--- src/rtl/msps_pkg.sv ---
// Shared constants, types and helpers of the multi-strategy process scheduler.
`default_nettype none

package msps_pkg;

   localparam int NUM_SLOTS = 8;
   localparam int AGE_BITS  = 16;
   localparam int SLOT_W    = $clog2(NUM_SLOTS);
   localparam int PRIO_W    = 8;
   localparam int MASK_W    = 8;
   localparam int ID_W      = 3;
   localparam int PRIOS_W   = 64;

   localparam logic [1:0] CMD_SCHEDULE    = 2'd0;
   localparam logic [1:0] CMD_CLEAR_AGE   = 2'd1;
   localparam logic [1:0] CMD_RESET_STATE = 2'd2;

   localparam logic [1:0] STRAT_EVEN  = 2'd0;
   localparam logic [1:0] STRAT_RR    = 2'd1;
   localparam logic [1:0] STRAT_AGING = 2'd2;
   localparam logic [1:0] STRAT_RTC   = 2'd3;

   // register index, taken from paddr[2]
   localparam logic CSR_IDX_STRATEGY = 1'b0;

   typedef enum logic [1:0] {
      ST_IDLE,
      ST_EXEC,
      ST_WALK,
      ST_FINISH
   } state_type;

   typedef struct packed {
      logic                have;
      logic [SLOT_W-1:0]   id;
      logic [AGE_BITS-1:0] age;
      logic [PRIO_W-1:0]   prio;
   } best_type;

   // Priority of slot s; slots without a byte in the packed word read as zero.
   function automatic logic [PRIO_W-1:0] prio_of(input logic [PRIOS_W-1:0] pr, input int s);
      logic [PRIO_W-1:0] p;
      p = '0;
      if (s < PRIOS_W / PRIO_W && s >= 0) begin
         p = pr[PRIO_W*s +: PRIO_W];
      end
      return p;
   endfunction

endpackage

`default_nettype wire

--- src/rtl/msps_age_alu.sv ---
// Shared aging unit: saturating age update and oldest-slot compare for one slot.
`default_nettype none

module msps_age_alu
   import msps_pkg::*;
(
   input  wire logic [AGE_BITS-1:0] age,
   input  wire logic [PRIO_W-1:0]   prio,
   input  wire logic                do_add,
   input  wire logic                cand,
   input  wire best_type            best,
   output logic [AGE_BITS-1:0]      new_age,
   output logic                     take
);

   logic [AGE_BITS:0] sum;

   always_comb begin
      sum = {1'b0, age} + {{(AGE_BITS + 1 - PRIO_W){1'b0}}, prio};
      if (!do_add) begin
         new_age = age;
      end else if (sum[AGE_BITS]) begin
         new_age = '1;
      end else begin
         new_age = sum[AGE_BITS-1:0];
      end
      // strict compares keep the lower slot on a full tie
      take = cand && (!best.have || (best.age < new_age) ||
                      ((best.age == new_age) && (best.prio < prio)));
   end

endmodule

`default_nettype wire

--- src/rtl/multi_strategy_process_scheduler.sv ---
// A schedule request is taken into the EXEC state, which registers rsp_valid and rsp_next_id
// under even, round robin, run to completion or with no slot ready; clear-age, reset-state
// and unknown commands give no result. Both keep busy high for one cycle; start is ignored while busy.
// Aging with a slot ready walks one slot per cycle through the shared add/compare unit in WALK,
// then gives its result from FINISH; busy stays high from EXEC through WALK and FINISH.
// Receiver cannot stall. Reset (synchronous, active high) clears strategy, slice and all ages.
`default_nettype none

module multi_strategy_process_scheduler
   import msps_pkg::*;
(
   input  wire logic               clock,
   input  wire logic               reset,
   // command channel
   input  wire logic               start,
   output logic                    busy,
   input  wire logic [1:0]         req_cmd,
   input  wire logic [MASK_W-1:0]  req_ready_mask,
   input  wire logic               req_current_unused,
   input  wire logic [ID_W-1:0]    req_current_id,
   input  wire logic [ID_W-1:0]    req_slot,
   input  wire logic [PRIOS_W-1:0] req_priorities,
   // result channel
   output logic                    rsp_valid,
   output logic [ID_W-1:0]         rsp_next_id,
   // register port
   input  wire logic               psel,
   input  wire logic               penable,
   input  wire logic               pwrite,
   input  wire logic [2:0]         paddr,
   input  wire logic [31:0]        pwdata,
   output logic [31:0]             prdata,
   output logic                    pready
);

   state_type state_ff, state_in;

   logic [1:0]          strategy_ff;
   logic [PRIO_W-1:0]   slice_ff, slice_in;
   logic [AGE_BITS-1:0] age_ff [NUM_SLOTS];

   logic [1:0]          cmd_ff;
   logic [MASK_W-1:0]   mask_ff;
   logic                unused_ff;
   logic [ID_W-1:0]     cur_ff;
   logic [ID_W-1:0]     slot_ff;
   logic [PRIOS_W-1:0]  prio_ff;

   logic [SLOT_W-1:0]   idx_ff, idx_in;
   best_type            best_ff, best_in;

   logic                rsp_valid_ff, rsp_valid_in;
   logic [ID_W-1:0]     rsp_id_ff, rsp_id_in;

   logic [NUM_SLOTS-1:0] ready_vec;
   logic                 cur_ready;
   logic [SLOT_W-1:0]    hi_id, lo_id, even_id;
   logic                 hi_found, lo_found;

   logic [NUM_SLOTS-1:0] age_we;
   logic [AGE_BITS-1:0]  age_wd;
   logic                 age_clear_all;

   logic [PRIO_W-1:0]    walk_prio;
   logic [AGE_BITS-1:0]  walk_age;
   logic                 walk_add;
   logic                 walk_cand;
   logic [AGE_BITS-1:0]  walk_new_age;
   logic                 walk_take;
   logic [PRIO_W-1:0]    slice_dec;
   logic                 accept;
   logic                 cfg_write;

   function automatic logic req_unused_or_expired(input logic unused,
                                                  input logic [PRIO_W-1:0] left);
      return unused || (left == '0);
   endfunction

   assign accept    = start && !busy;
   assign busy      = (state_ff != ST_IDLE);
   assign rsp_valid = rsp_valid_ff;
   assign rsp_next_id = rsp_id_ff;
   assign pready    = 1'b1;
   assign cfg_write = psel && penable && pwrite;
   assign prdata    = (paddr[2] == CSR_IDX_STRATEGY) ? {30'd0, strategy_ff} : 32'd0;

   // ready bits and even scan over the latched mask
   always_comb begin
      ready_vec = '0;
      cur_ready = 1'b0;
      hi_id     = '0;
      lo_id     = '0;
      hi_found  = 1'b0;
      lo_found  = 1'b0;
      for (int i = 0; i < NUM_SLOTS; i++) begin
         if (i < MASK_W) begin
            ready_vec[i] = mask_ff[i % MASK_W];
         end
      end
      for (int i = 0; i < NUM_SLOTS; i++) begin
         if (i == int'(cur_ff) && ready_vec[i]) begin
            cur_ready = 1'b1;
         end
      end
      for (int i = NUM_SLOTS - 1; i >= 1; i--) begin
         if (ready_vec[i]) begin
            if (i > int'(cur_ff)) begin
               hi_id    = SLOT_W'(i);
               hi_found = 1'b1;
            end else begin
               lo_id    = SLOT_W'(i);
               lo_found = 1'b1;
            end
         end
      end
      if (hi_found) begin
         even_id = hi_id;
      end else if (lo_found) begin
         even_id = lo_id;
      end else begin
         even_id = '0;
      end
   end

   assign walk_age  = age_ff[idx_ff];
   assign walk_prio = prio_of(prio_ff, int'(idx_ff));
   assign walk_add  = ready_vec[idx_ff] && (int'(idx_ff) != int'(cur_ff));
   assign walk_cand = ready_vec[idx_ff] && (idx_ff != '0);
   assign slice_dec = slice_ff - PRIO_W'(1);

   msps_age_alu u_age_alu (
      .age     (walk_age),
      .prio    (walk_prio),
      .do_add  (walk_add),
      .cand    (walk_cand),
      .best    (best_ff),
      .new_age (walk_new_age),
      .take    (walk_take)
   );

   always_comb begin
      state_in      = state_ff;
      slice_in      = slice_ff;
      idx_in        = idx_ff;
      best_in       = best_ff;
      rsp_valid_in  = 1'b0;
      rsp_id_in     = rsp_id_ff;
      age_we        = '0;
      age_wd        = '0;
      age_clear_all = 1'b0;
      case (state_ff)
         ST_IDLE: begin
            if (accept) begin
               state_in = ST_EXEC;
            end
         end
         ST_EXEC: begin
            state_in = ST_IDLE;
            case (cmd_ff)
               CMD_CLEAR_AGE: begin
                  for (int i = 0; i < NUM_SLOTS; i++) begin
                     if (i == int'(slot_ff)) begin
                        age_we[i] = 1'b1;
                     end
                  end
               end
               CMD_RESET_STATE: begin
                  if (strategy_ff == STRAT_RR) begin
                     slice_in = prio_of(prio_ff, int'(cur_ff));
                  end else if (strategy_ff == STRAT_AGING) begin
                     age_clear_all = 1'b1;
                  end
               end
               CMD_SCHEDULE: begin
                  rsp_valid_in = 1'b1;
                  rsp_id_in    = ID_W'(even_id);
                  if (even_id != '0) begin
                     case (strategy_ff)
                        STRAT_RR: begin
                           if (req_unused_or_expired(unused_ff, slice_dec)) begin
                              slice_in = prio_of(prio_ff, int'(even_id));
                           end else begin
                              slice_in  = slice_dec;
                              rsp_id_in = cur_ff;
                           end
                        end
                        STRAT_AGING: begin
                           // hold the result until the walk is done
                           rsp_valid_in = 1'b0;
                           idx_in       = '0;
                           best_in      = '0;
                           state_in     = ST_WALK;
                        end
                        STRAT_RTC: begin
                           if (cur_ready) begin
                              rsp_id_in = cur_ff;
                           end
                        end
                        default: begin
                        end
                     endcase
                  end
               end
               default: begin
               end
            endcase
         end
         ST_WALK: begin
            if (walk_add) begin
               age_we[idx_ff] = 1'b1;
               age_wd         = walk_new_age;
            end
            if (walk_take) begin
               best_in = '{have: 1'b1, id: idx_ff, age: walk_new_age, prio: walk_prio};
            end
            if (idx_ff == SLOT_W'(NUM_SLOTS - 1)) begin
               state_in = ST_FINISH;
            end else begin
               idx_in = idx_ff + SLOT_W'(1);
            end
         end
         ST_FINISH: begin
            age_we[best_ff.id] = 1'b1;
            age_wd       = {{(AGE_BITS - PRIO_W){1'b0}}, best_ff.prio};
            rsp_valid_in = 1'b1;
            rsp_id_in    = ID_W'(best_ff.id);
            state_in     = ST_IDLE;
         end
         default: begin
            state_in = ST_IDLE;
         end
      endcase
   end

   always_ff @(posedge clock) begin
      if (reset) begin
         state_ff     <= ST_IDLE;
         strategy_ff  <= STRAT_EVEN;
         slice_ff     <= '0;
         rsp_valid_ff <= 1'b0;
         for (int i = 0; i < NUM_SLOTS; i++) begin
            age_ff[i] <= '0;
         end
      end else begin
         state_ff     <= state_in;
         slice_ff     <= slice_in;
         rsp_valid_ff <= rsp_valid_in;
         if (cfg_write && paddr[2] == CSR_IDX_STRATEGY) begin
            strategy_ff <= pwdata[1:0];
         end
         for (int i = 0; i < NUM_SLOTS; i++) begin
            if (age_clear_all) begin
               age_ff[i] <= '0;
            end else if (age_we[i]) begin
               age_ff[i] <= age_wd;
            end
         end
      end
   end

   // payload and walk registers
   always_ff @(posedge clock) begin
      idx_ff    <= idx_in;
      best_ff   <= best_in;
      rsp_id_ff <= rsp_id_in;
      if (accept) begin
         cmd_ff    <= req_cmd;
         mask_ff   <= req_ready_mask;
         unused_ff <= req_current_unused;
         cur_ff    <= req_current_id;
         slot_ff   <= req_slot;
         prio_ff   <= req_priorities;
      end
   end

`ifndef SYNTHESIS
   a_rsp_source: assert property (@(posedge clock) disable iff (reset)
      rsp_valid_ff |-> ($past(state_ff) == ST_EXEC || $past(state_ff) == ST_FINISH))
      else $error("result strobe without a finishing step");

   a_accept_exec: assert property (@(posedge clock) disable iff (reset)
      accept |=> (state_ff == ST_EXEC))
      else $error("accepted transfer did not start execution");

   a_walk_step: assert property (@(posedge clock) disable iff (reset)
      (state_ff == ST_WALK && idx_ff != SLOT_W'(NUM_SLOTS - 1))
         |=> (state_ff == ST_WALK && idx_ff == $past(idx_ff) + SLOT_W'(1)))
      else $error("aging walk skipped a slot");

   a_finish_has_winner: assert property (@(posedge clock) disable iff (reset)
      (state_ff == ST_FINISH) |-> (best_ff.have && best_ff.id != '0))
      else $error("aging walk ended without a ready slot");
`endif

endmodule

`default_nettype wire

--- config.mk ---
export PLATFORM = sky130hd
export DESIGN_NAME = multi_strategy_process_scheduler
export DESIGN_NICKNAME = d
export VERILOG_FILES = /design/src/rtl/msps_pkg.sv /design/src/rtl/msps_age_alu.sv /design/src/rtl/multi_strategy_process_scheduler.sv
export SDC_FILE = /design/constraint.sdc
export NUM_CORES = 1
export LEC_CHECK = 0
export BUFFER_PORTS_ARGS = -buffer_cell sky130_fd_sc_hd__buf_2
export CORE_MARGIN = 2
export CORE_UTILIZATION = 64
export CTS_CLUSTER_SIZE = 14
export DETAILED_ROUTE_END_ITERATION = 8
export PLACE_DENSITY = 0.88
export SLEW_MARGIN = 20
export SYNTH_ARGS = -nofsm -noshare
export SYNTH_HDL_FRONTEND = slang
export SYNTH_SLANG_ARGS = --single-unit
--- constraint.sdc ---
create_clock -name clock -period 14.55 [get_ports clock]
set_input_delay 0 -clock clock [delete_from_list [all_inputs] [get_ports clock]]
set_output_delay 0 -clock clock [all_outputs]
set_load 0.01 [all_outputs]
Word-level counts from Yosys, hierarchy flattened
Memories as Yosys holds them, arrays and structs flattened. A register that Yosys moved wholly into a read port is not among the register bits.
Index checks and enable logic that the tools add are counted.
- add/subtract/negate cells: 3
- order comparisons: 13
- equal/unequal tests: 35
- shift operators: 3
- multiplexer cells: 177
- bitwise operators: 17
- reductions and logical operators: 39
- operators with widths (operator ; number):
    $mux 16 ; 19
    $shiftx 64x7->8 ; 3
    $mux 3 ; 39
    $mux 28 ; 4
    $mux 1 ; 91
    $pmux 28 s2 ; 1
    $mux 8 ; 6
    $pmux 16 s2 ; 1
    $eq 3x3->1 const A ; 8
    $pmux 8 s3 ; 1
    $logic_and 1x1->1 ; 18
    $ne 2x2->1 const B ; 9
    $pmux 3 s2 ; 3
    $add 16x8->17 ; 1
    $eq 16x16->1 ; 1
    $lt 16x16->1 ; 1
    $or 1x1->1 ; 16
    $pmux 8 s2 ; 1
    $reduce_and 5->1 ; 3
    $eq 2x3->1 const A ; 4
    $gt 3x3->1 const A ; 4
    $mux 2 ; 6
    $eq 2x2->1 const B ; 5
    $logic_not 8->1 ; 1
    other kinds (24) ; 41
- flip-flop bits (word level): 128
- bits in writable memories: 128
- bits of input ports: 122
- logic and storage cells: 304
- memories: 1
- memories (memory ; depth ; bits a word ; read ports ; clocked after Yosys merged registers in ; write ports ; RTL line ; source):
    age_ff ; 8 ; 16 ; 1 ; 1 ; 8 ; multi_strategy_process_scheduler.sv:40 ; logic [AGE_BITS-1:0] age_ff [NUM_SLOTS];

Longest topological paths before layout
Gate-level depths: netlist (run 1).
- word-level depth: 22
- mapped depth: 22
- depth with buffers taken out: 20

Hierarchy
Synthesis (run 1) repeated with hierarchy kept, for this count alone.
- cell total of the unflattened synthesis: 1121
- area, all modules: 14149.8 um^2
- modules (own cells, without submodules) (module ; times used ; cells an instance ; area an instance (um^2)):
    multi_strategy_process_scheduler ; 1 ; 962 ; 12921.1
    msps_age_alu ; 1 ; 159 ; 1228.7

Worst setup path before layout (run 1)
Ideal clock, no wire load.
- path kind: register to register
- start: register idx_ff[0]
- end: register best_ff[0] in the netlist's numbering, enable pin
- library setup time: 0.429 ns
- arrival: 6.753 ns
- data required time: 14.121 ns
- slack: 7.368 ns
- cell stages (with the launch flop): 23
- path buffers: 3
- clock period less this slack: 7.182 ns
- path through: edfxtp_1 buf_4 buf_1 mux4_2 mux2i_1 inv_1 fa_1 a21oi_1 o21ai_0 o22ai_1 nand2b_1 clkbuf_1 nor2_1 nor3_2 ha_1 a21o_1 a21o_1 a21oi_1 o21ai_0 a221oi_1 o41a_1 o311ai_0 a41oi_1
- longest elaborated chain between the ends: 10
- elaborated cells between the ends (all ways): 19
- ends and longest elaborated chain (item ; RTL line ; source):
    from (decl) ; multi_strategy_process_scheduler.sv:49 ; logic [SLOT_W-1:0] idx_ff, idx_in;
    from (signal assigned) ; multi_strategy_process_scheduler.sv:263 ; idx_ff <= idx_in;
    $shiftx 64x7->8 * ; msps_pkg.sv:45 ; p = pr[PRIO_W*s +: PRIO_W];
    via u_age_alu.prio[1] ; msps_age_alu.sv:8 ; input wire logic [PRIO_W-1:0] prio,
    $add 16x8->17 ; msps_age_alu.sv:19 ; sum = {1'b0, age} + {{(AGE_BITS + 1 - PRIO_W){1'b0}}, prio};
    $mux 16 ; msps_age_alu.sv:22 ; end else if (sum[AGE_BITS]) begin
    $mux 16 ; msps_age_alu.sv:20 ; if (!do_add) begin
    $lt 16x16->1 or $eq 16x16->1 (tied branches) ; msps_age_alu.sv:28, msps_age_alu.sv:29 ;
    $logic_or 1x1->1 or $logic_and 1x1->1 (tied branches) ; msps_age_alu.sv:28, msps_age_alu.sv:29 ;
    $logic_or 1x1->1 * ; msps_age_alu.sv:28 ; take = cand && (!best.have || (best.age < new_age) ||
    $logic_and 1x1->1 * ; msps_age_alu.sv:28 ;
    $ne 2x1->1 (no line) * ; - ;
    $reduce_and 5->1 (no line) * ; - ;
    to (signal assigned) ; multi_strategy_process_scheduler.sv:264 ; best_ff <= best_in;
    to (decl) ; multi_strategy_process_scheduler.sv:50 ; best_type best_ff, best_in;
Mark *: on every way through the listed nets, which the timed path passes. The rest lies on a longest branch. The select of a mux whose other input is x is not followed.
A chain may end at the register's enable or synchronous reset.

Worst setup path in the final report (run 1)
- start: register idx_ff[1]
- end: register best_ff[0] in the netlist's numbering, enable pin
Same word-level chain as after synthesis.

==> results of run 1 <==
routing by layer:
| layer | vias up | part of all wire (%) | global-route usage (%) |
|---|---|---|---|
| li1 | 4661 | - | - |
| met1 | 5161 | 33 | 39.1 |
| met2 | 852 | 50 | 56.7 |
| met3 | 207 | 10 | 6.74 |
| met4 | 0 | 6.7 | 19.7 |
| met5 | - | 0 | 0 |
flip-flops by register name, summed over array words and instances, names as in the netlist, named ones only:
signal and cells:
slice_ff 8, prio_ff 64, best_ff 28, rsp_valid 1, state_ff 1, slot_ff 3, unused_ff 1, strategy_ff 2
idx_ff 3, mask_ff 8, cmd_ff 2, age_ff 128, cur_ff 3, rsp_next_id 3
area by class of cell:
cell class | instances | area, sq um
Tap cell | 280 | 350
Sequential cell | 259 | 7620
Timing Repair Buffer | 202 | 1500
Multi-Input combinational cell | 795 | 6180
Inverter | 29 | 109
Clock buffer | 28 | 658
Fill cell | 1291 | 5270
Clock inverter | 19 | 210
synthesized netlist by cell type, drive strengths merged (4+ instances only):
cell,n
a2111oi,4
a21boi,5
a21o,9
a21oi,51
a221oi,6
a22oi,4
a31oi,10
and2,12
buf,66
clkbuf,25
dfxtp,16
edfxtp,243
ha,34
inv,28
mux2,26
mux2i,59
mux4,60
nand2,55
nand2b,26
nand3,13
nor2,171
nor2b,9
nor3,30
o211a,5
o211ai,12
o21a,9
o21ai,50
o21bai,4
o22ai,14
o31ai,6
o41a,4
or2,7
or3,6
or4,6
xnor2,9
xor2,5
through the flow:
stage | area [sq um] | util [%] | worst slack, ns | std cells
after floorplan | 14400 | - | 7.37 | 1174
after global placement | 14900 | 67.9 | 7.52 | 1475
after detailed placement | 14900 | 67.9 | 7.41 | 1475
after CTS | 16600 | 75.9 | 7.38 | 1612
after global routing | 16600 | 75.9 | 6.68 | 1612
final | 16600 | 75.9 | 7.23 | 1612
worst paths after layout:
kind / start / slack [ns] / depth (start not counted) / endpoint
setup / recovery: idx_ff[1] / 7.23 / 20 / best_ff[0]
hold / removal: req_priorities[39] / 0.17 / 2 / prio_ff[39]
setup reg to reg: idx_ff[1] / 7.23 / 20 / best_ff[0]
hold reg to reg: slice_ff[1] / 0.58 / 2 / slice_ff[1]
worst register-to-register path: cells and delay by family (launching register included):
kind	cells	cell delay [ns]
simple gates	3	1.15
buf+inv	3	1.16
fa+ha+maj	2	0.85
flops	1	0.88
compound gates	11	2.37
mux	1	0.56
where the power goes:
group          internal (mW)  switching, mW
clock network          0.399          0.290
logic                 0.0870          0.112
registers              0.843         0.0198
logic make-up (layout without fill, tap and decap cells):
group,Yosys count,count (layout),synth area share [%]
simple gates,346,346,11.3
buf+inv,120,278,4.55
flops,259,259,53.2
compound gates,224,224,11.0
mux,145,145,15.9
xor+xnor,14,14,0.856
other cells,2,31,0.0524
fa+ha+maj,35,35,3.11
timing repair:
item	CTS	global route
hold endpoints to repair	102	0
gates resized for setup	0	0
hold buffers	90	0
setup buffers	0	0
==> impl_metrics.ini, run 1 <==
[flow_run]
max_cap_violations = 0

[timing]
period_share_pct = 50.3
report.final.setup_viol = 0
whs_ns = 0.168
slew_headroom_pct = 30.9
min_cycle_time_layout_ns = 7.32
clock_skew_ns = 0.0191
timing_worst_slew_pin_value_ns = 1.03
final-max-slew-violation-count = 0
report.final.hold_viol_count = 0
maxClockFrequency_mhz = 137
rsz_0062_raised_after_global_routing = no
tns_ns = 0

[worst_setup_path]
timing.critical_path.required_ns = 14.75
critPathSlowestCell = sky130_fd_sc_hd__edfxtp_1
crit_chain = clkinv_1 > mux2i_1 > inv_1 > fa_1 > a21oi_1 > o21ai_0 > o22ai_1 > nand2b_1 > nor2_1 > nor3_2 > ha_1 > a21o_1 > a21o_1 > a21oi_1 > o21ai_0 > a221oi_1 > o41a_1 > o311ai_0 > a41oi_2 > buf_4
critPathMaxFanout = 24
worst_path_largest_cell_delay_ns = 0.88
cp_top_family = compound AO/OA/AOI/OAI gates
crit_path_end_kind = register
crit_path_start_kind = register
number_of_buffer_and_inverter_instances_along_the_worst_setup_path = 3
worst-endpoint-arrival_ns = 7.52
criticalPathCategory = register to register

[power]
totalPowerFinal_mw = 1.75
p_leak_nw = 6.18
peak_supply_drop_v = 0.000114
powerDensity_nw_per_um2 = 105

[synth]
synth_cells = 1145
syn_area_sq_um = 14300
synth_top_cells_by_area = sky130_fd_sc_hd__edfxtp_1 (51%), sky130_fd_sc_hd__mux4_2 (8.8%), sky130_fd_sc_hd__nor2_1 (4.4%)
syn-mean-instance-area_sq_um = 12.5
share_of_synthesized_registers_carrying_an_async_set_or_reset_pct = 0
seq_area_frac_synth_pct = 53.2
netlist-cell-type-count = 88
yosysTopAreaCell = sky130_fd_sc_hd__edfxtp_1
flip_flop_cell_with_the_highest_count_after_synthesis = sky130_fd_sc_hd__edfxtp_1
top_area_cell_type_share_of_the_netlist_area_pct = 51.0
synth_warnings = 0
ys_ff_latch = 259
synth_edf_count = 243

[placed_design]
io_buffer_count = 96
dp.final_hpwl_microns = 23500
gp_routability_congestion = 0.945

[floorplan]
rows = 54
initial_core_util_pct = 65.4
die_h_microns = 154
die_x_microns = 154
core_region_area_sq_um = 21900
io_pins = 160
die_area_sq_um = 23600

[clocking]
h_tree_level_count = 1
clk_pin_slew_ns = 0.07
cts.sink_count = 259
cts_tree = done
ctsLongestPathBuffers = 3
cts-buffers-inserted = 26
clock_latency_on_the_worst_skew_pair_ns = 0.55
ctsRootBufferMaster = sky130_fd_sc_hd__clkbuf_16

[routing]
drt_first_iter_violations = 1205
routed-via-count = 10900
drt_pre_antenna_iters = 8
drcViolationCount = 0
vias_per_cell = 6.75
detail_route.wl_per_cell_microns = 24.6
antenna_violating_nets_post_route = 0
postRouteWirelength_microns = 39700

[grt]
total_grt_usage_pct = 33.2
maximum_number_of_pins_on_one_net_before_global_route_repair = 68
antenna_found_initial = 1
vias_in_the_first_global_route = 11100
wire_length_of_the_first_global_routing_pass_microns = 60700
grt_overflow_total = 0

[outcome]
outcome = completed

[cells_and_area]
final_nets = 1470
area_delta_synth_final_pct = 16.1
final_layout_size_suffix_gt1_share_pct = 20.5
final_cell_mix = sky130_fd_sc_hd__edfxtp_1 (243), sky130_fd_sc_hd__nor2_1 (169), sky130_fd_sc_hd__buf_2 (96), sky130_fd_sc_hd__dlygate4sd3_1 (90), sky130_fd_sc_hd__mux2i_1 (58)
final_common_cell = sky130_fd_sc_hd__edfxtp_1
diodes = 0

[min_path]
min_path_type = input pin to register
Note: power is estimated with default switching activity, not from simulation.
==> inputs of run 2 (changes only) <==
- CORE_UTILIZATION: 64 -> 59
- PLACE_DENSITY: 0.88 -> 0.82
- clock period: 14.55 -> 7.4 ns (I/O delays scaled with it)
==> run 2 against run 1 <==
Compared with the run above:
- non-clock buffer count grew 4
- sequential power grew 97%
- utilization down 6.3 points
- clock-buffer cell count increased by 4
- highest routed layer unchanged
==> impl_metrics.ini, run 2 (synthesized netlist as in run 1, its figures left out) <==
[outcome]
outcome = completed

[grt]
maximum_number_of_pins_on_one_net_before_global_route_repair = 75
antenna_found_initial = 0
grt_overflow_total = 0
total_grt_usage_pct = 30.1
vias_in_the_first_global_route = 11000
wire_length_of_the_first_global_routing_pass_microns = 59500

[worst_setup_path]
worstReg2RegStart = idx_ff[0]
setup.worst_path.start = idx_ff[0]
timing.critical_path.required_ns = 7.63
critPathMaxFanout = 15
worst-endpoint-arrival_ns = 6.87
crit_path_start_kind = register
criticalPathCategory = register to register
crit_path_end_kind = register

[clocking]
clk_pin_slew_ns = 0.06
ctsLongestPathBuffers = 3
cts_setup_buffers = 0
cts_tree = done
cts.repair.resized = 0
cts.sink_count = 259
h_tree_level_count = 1
cts-buffers-inserted = 27
ctsRootBufferMaster = sky130_fd_sc_hd__clkbuf_16
clock_latency_on_the_worst_skew_pair_ns = 0.55
cts.hold.buffers_added = 90

[cells_and_area]
final_nets = 1475
area_delta_synth_final_pct = 17.2
diodes = 0
most_flops_register = age_ff
final_common_cell = sky130_fd_sc_hd__edfxtp_1
final_layout_size_suffix_gt1_share_pct = 20.8
final_cell_mix = sky130_fd_sc_hd__edfxtp_1 (243), sky130_fd_sc_hd__nor2_1 (169), sky130_fd_sc_hd__buf_2 (96), sky130_fd_sc_hd__dlygate4sd3_1 (90), sky130_fd_sc_hd__mux2i_1 (58)
largest_regs = age_ff x128, prio_ff x64, best_ff x28
largest_register_ffs = 128

[timing]
min_cycle_time_layout_ns = 6.64
timing_worst_slew_pin_value_ns = 1.14
whs_ns = 0.158
clock_skew_ns = 0.0169
final-max-slew-violation-count = 0
tns_ns = 0
report.final.hold_viol_count = 0
report.final.setup_viol = 0
rsz_0062_raised_after_global_routing = no
slew_headroom_pct = 23.5
period_share_pct = 89.7
maxClockFrequency_mhz = 151

[routing]
drt_first_iter_violations = 1160
drcViolationCount = 0
drt_pre_antenna_iters = 8
detail_route.wl_per_cell_microns = 23.3
postRouteWirelength_microns = 38700
routed-via-count = 10600
antenna_violating_nets_post_route = 0
vias_per_cell = 6.40

[placed_design]
gp_routability_congestion = 0.969
io_buffer_count = 96
dp.final_hpwl_microns = 24400

[floorplan]
io_pins = 160
die_area_sq_um = 25500
core_region_area_sq_um = 24100
initial_core_util_pct = 59.4
rows = 57
die_h_microns = 160
die_x_microns = 160

[power]
clockPowerShare_pct = 41.1
powerDensity_nw_per_um2 = 211
switching_share_pct = 23.8
p_seq_share_pct = 47.9
internal_power_mw = 2.70
p_leak_nw = 6.23
comb_power_share_pct = 11.0
peak_supply_drop_v = 0.000308
net-switching-power_uw = 842

[min_path]
min_path_type = input pin to register
holdCritStartpoint = req_current_id[2]

[flow_run]
max_cap_violations = 0
## run 2: final timing paths
check	endpoint	slack, ns	depth (start not counted)
hold reg to reg	slice_ff[1]	0.59	2
hold / removal	cur_ff[2]	0.16	2
setup / recovery	best_ff[6]	0.76	22
setup reg to reg	best_ff[6]	0.76	22
## run 2: layout make-up
| class | count | area [sq um] |
|---|---|---|
| Clock buffer | 32 | 714 |
| Clock inverter | 17 | 233 |
| Fill cell | 1645 | 7320 |
| Inverter | 29 | 109 |
| Multi-Input combinational cell | 795 | 6180 |
| Sequential cell | 259 | 7620 |
| Tap cell | 324 | 405 |
| Timing Repair Buffer | 206 | 1530 |
## run 2: power groups by stage
stage,Combinational [mW],Sequential [mW],Clock (mW)
after floorplan,0.264,1.71,0
after detailed placement,0.338,1.72,0
final,0.390,1.70,1.45
after global routing,0.416,1.70,1.52
after global placement,0.331,1.72,0
after CTS,0.377,1.69,1.45
## run 2: through the flow
step / std cells / worst slack [ns] / instance area (sq um) / util, % / total power [mW]
4_1_cts: 1662 / 0.869 / 16800 / 69.6 / 3.52
3_5_place_dp: 1523 / 0.919 / 14900 / 62.0 / 2.06
6_report: 1662 / 0.761 / 16800 / 69.6 / 3.54
5_1_grt: 1662 / 0.364 / 16800 / 69.6 / 3.63
3_3_place_gp: 1523 / 1.05 / 14900 / 62.0 / 2.05
2_1_floorplan: 1174 / 0.218 / 14400 / - / 1.97
## run 2: routing by layer
layer	global-route usage, %	part of all wire (%)	up-vias	routed length (microns)
met3	4.70	8.9	147	3460
met4	16.7	5.8	0	2250
li1	-	-	4650	-
met2	52.8	50	709	19400
met1	35.6	35	5124	13600
met5	0	0	-	0
## run 2: critical path, stage by stage, from the launching register on
cell and delay, ns:
sky130_fd_sc_hd__edfxtp_1 1.02, sky130_fd_sc_hd__mux4_2 0.63, sky130_fd_sc_hd__mux2i_1 0.39, sky130_fd_sc_hd__inv_1 0.17, sky130_fd_sc_hd__ha_1 0.32, sky130_fd_sc_hd__a21o_1 0.16
sky130_fd_sc_hd__a21oi_1 0.25, sky130_fd_sc_hd__o21bai_1 0.10, sky130_fd_sc_hd__a21oi_1 0.37, sky130_fd_sc_hd__o21ai_0 0.27, sky130_fd_sc_hd__and3_1 0.23, sky130_fd_sc_hd__nor3_2 0.09
sky130_fd_sc_hd__buf_4 0.20, sky130_fd_sc_hd__ha_1 0.26, sky130_fd_sc_hd__a21o_1 0.18, sky130_fd_sc_hd__a21o_1 0.17, sky130_fd_sc_hd__a21oi_1 0.13, sky130_fd_sc_hd__o21ai_0 0.10
sky130_fd_sc_hd__a221oi_1 0.41, sky130_fd_sc_hd__o41a_1 0.22, sky130_fd_sc_hd__o311ai_0 0.18, sky130_fd_sc_hd__a41oi_2 0.21, sky130_fd_sc_hd__buf_4 0.27
==> inputs of run 3 (changes only) <==
- RECOVER_POWER: not set -> 100
==> run 3 against run 2 <==
Compared with the run above:
- the flow now finishes with violations (capacitance limit, slew limit)
- first-iteration DRC count down 4.7%
- die area unchanged
- critical endpoint unchanged
- final area shrank 0.69%
- hold slack got worse by 0.0024 ns
==> impl_metrics.ini, run 3 (synthesized netlist as in run 1, its figures left out) <==
[outcome]
outcome = finished with violations
violations = capacitance limit, slew limit

[routing]
drt_pre_antenna_iters = 5
detail_route.wl_per_cell_microns = 23.3
vias_per_cell = 6.38
postRouteWirelength_microns = 38700
routed-via-count = 10600
drcViolationCount = 0
drt_first_iter_violations = 1106
antenna_violating_nets_post_route = 0

[worst_setup_path]
critical_path_depth = 21
reg_to_reg_endpoint = best_ff[6]
criticalPathCategory = register to register
setup.reg_to_reg.worst_slack_ns = 0.64
worstReg2RegStart = idx_ff[1]
worst_path_largest_cell_delay_ns = 0.63
crit_path_start_kind = register
timing.critical_path.required_ns = 7.63
rr_worst_depth = 21
number_of_buffer_and_inverter_instances_along_the_worst_setup_path = 5
crit_path_end_kind = register
setup.worst_path.start = idx_ff[1]
cell_with_the_most_instances_on_the_worst_path = sky130_fd_sc_hd__a21oi_1
critPathMaxFanout = 14
worst-endpoint-arrival_ns = 7.00
cp_top_family = compound AO/OA/AOI/OAI gates
critPathSlowestCell = sky130_fd_sc_hd__edfxtp_1
crit_chain = clkbuf_1 > clkinv_1 > mux2i_1 > inv_1 > ha_1 > a21o_1 > a21oi_1 > o21bai_1 > a21oi_1 > o21ai_0 > a31o_2 > a21oi_1 > clkbuf_1 > ha_1 > a21oi_1 > o21ai_0 > a221oi_1 > o41a_1 > o311ai_0 > a41oi_2 > buf_4

[timing]
clock_skew_ns = 0.0188
rsz_0062_raised_after_global_routing = no
min_cycle_time_layout_ns = 6.76
tns_ns = 0
slew_headroom_pct = -157
whs_ns = 0.156
report.final.hold_viol_count = 0
report.final.setup_viol = 0
maxClockFrequency_mhz = 148
period_share_pct = 91.4
timing_worst_slew_pin_value_ns = 3.85
final-max-slew-violation-count = 173

[power]
peak_supply_drop_v = 0.000309
powerDensity_nw_per_um2 = 212
p_leak_nw = 6.13

[min_path]
hold_end = cur_ff[2]
holdCritStartpoint = req_current_id[2]
holdPathStages = 2
min_path_type = input pin to register

[cells_and_area]
diodes = 0
final_common_cell = sky130_fd_sc_hd__edfxtp_1
largest_regs = age_ff x128, prio_ff x64, best_ff x28
final_cell_mix = sky130_fd_sc_hd__edfxtp_1 (243), sky130_fd_sc_hd__nor2_1 (169), sky130_fd_sc_hd__dlygate4sd3_1 (90), sky130_fd_sc_hd__buf_2 (75), sky130_fd_sc_hd__mux2i_1 (59)
area_delta_synth_final_pct = 16.4
largest_register_ffs = 128
final_nets = 1475
most_flops_register = age_ff
final_layout_size_suffix_gt1_share_pct = 17.7
final_core_utilization_pct = 69.2

[clocking]
ctsLongestPathBuffers = 3
ctsRootBufferMaster = sky130_fd_sc_hd__clkbuf_16
cts_tree = done
clk_pin_slew_ns = 0.06
cts-buffers-inserted = 27
h_tree_level_count = 1
cts.repair.resized = 0
cts.sink_count = 259
clock_latency_on_the_worst_skew_pair_ns = 0.55

[floorplan]
die_h_microns = 160
die_area_sq_um = 25500
initial_core_util_pct = 59.4
die_x_microns = 160
core_region_area_sq_um = 24100
io_pins = 160
rows = 57

[grt]
total_grt_usage_pct = 30.1
vias_in_the_first_global_route = 11000
antenna_found_initial = 0
maximum_number_of_pins_on_one_net_before_global_route_repair = 75
grt_overflow_total = 0
wire_length_of_the_first_global_routing_pass_microns = 59500

[placed_design]
gp_routability_congestion = 0.969
io_buffer_count = 96
dp.final_hpwl_microns = 24400

[flow_run]
max_cap_violations = 5
## run 3: cell types whose count changed in the layout (fill, tap and decap cells not counted), sizes merged
| cell | change |
|---|---|
| clkbuf | +29 |
| buf | -29 |
## run 3: layer usage
| layer | global-route usage, % | share of wire (%) |
|---|---|---|
| met1 | 35.6 | 35 |
| met2 | 52.8 | 50 |
| met3 | 4.70 | 8.7 |
| met4 | 16.7 | 6.0 |
| met5 | 0 | 0 |
## run 3: metrics by stage
stage	total power [mW]	setup WS [ns]	instance area, sq um	std cells
after floorplan	1.97	0.218	14400	1174
after global placement	2.05	1.05	14900	1523
after detailed placement	2.06	0.919	14900	1523
after CTS	3.52	0.869	16800	1662
after global routing	3.63	0.217	16700	1662
final	3.54	0.636	16700	1662
## run 3: worst max path at each step
stage | end | slack, ns
finish | best_ff[6] | 0.64
global route | best_ff[26] | 0.22
CTS | best_ff[25] | 0.87
detailed placement | best_ff[24] | 0.92
global placement | best_ff[24] | 1.05
floorplan | best_ff[0] | 0.22
## run 3: report_power, final
group          total [mW]  switching (mW)  internal (mW)
Combinational       0.384           0.215          0.169
Sequential           1.70          0.0384           1.66
Clock                1.46           0.588          0.868
Total                3.54           0.842           2.70
## run 3: repair_timing
action                                 in CTS  in global routing
hold buffers                               90                  0
setup endpoints to repair                   0                  0
buffers inserted                            0                  0
endpoints found under the hold margin      95                  0
## run 3: area by class of cell
cell class	count	area (sq um)
Multi-Input combinational cell	795	6110
Clock buffer	32	714
Sequential cell	259	7620
Clock inverter	17	233
Fill cell	1684	7430
Tap cell	324	405
Timing Repair Buffer	206	1480
Inverter	29	109
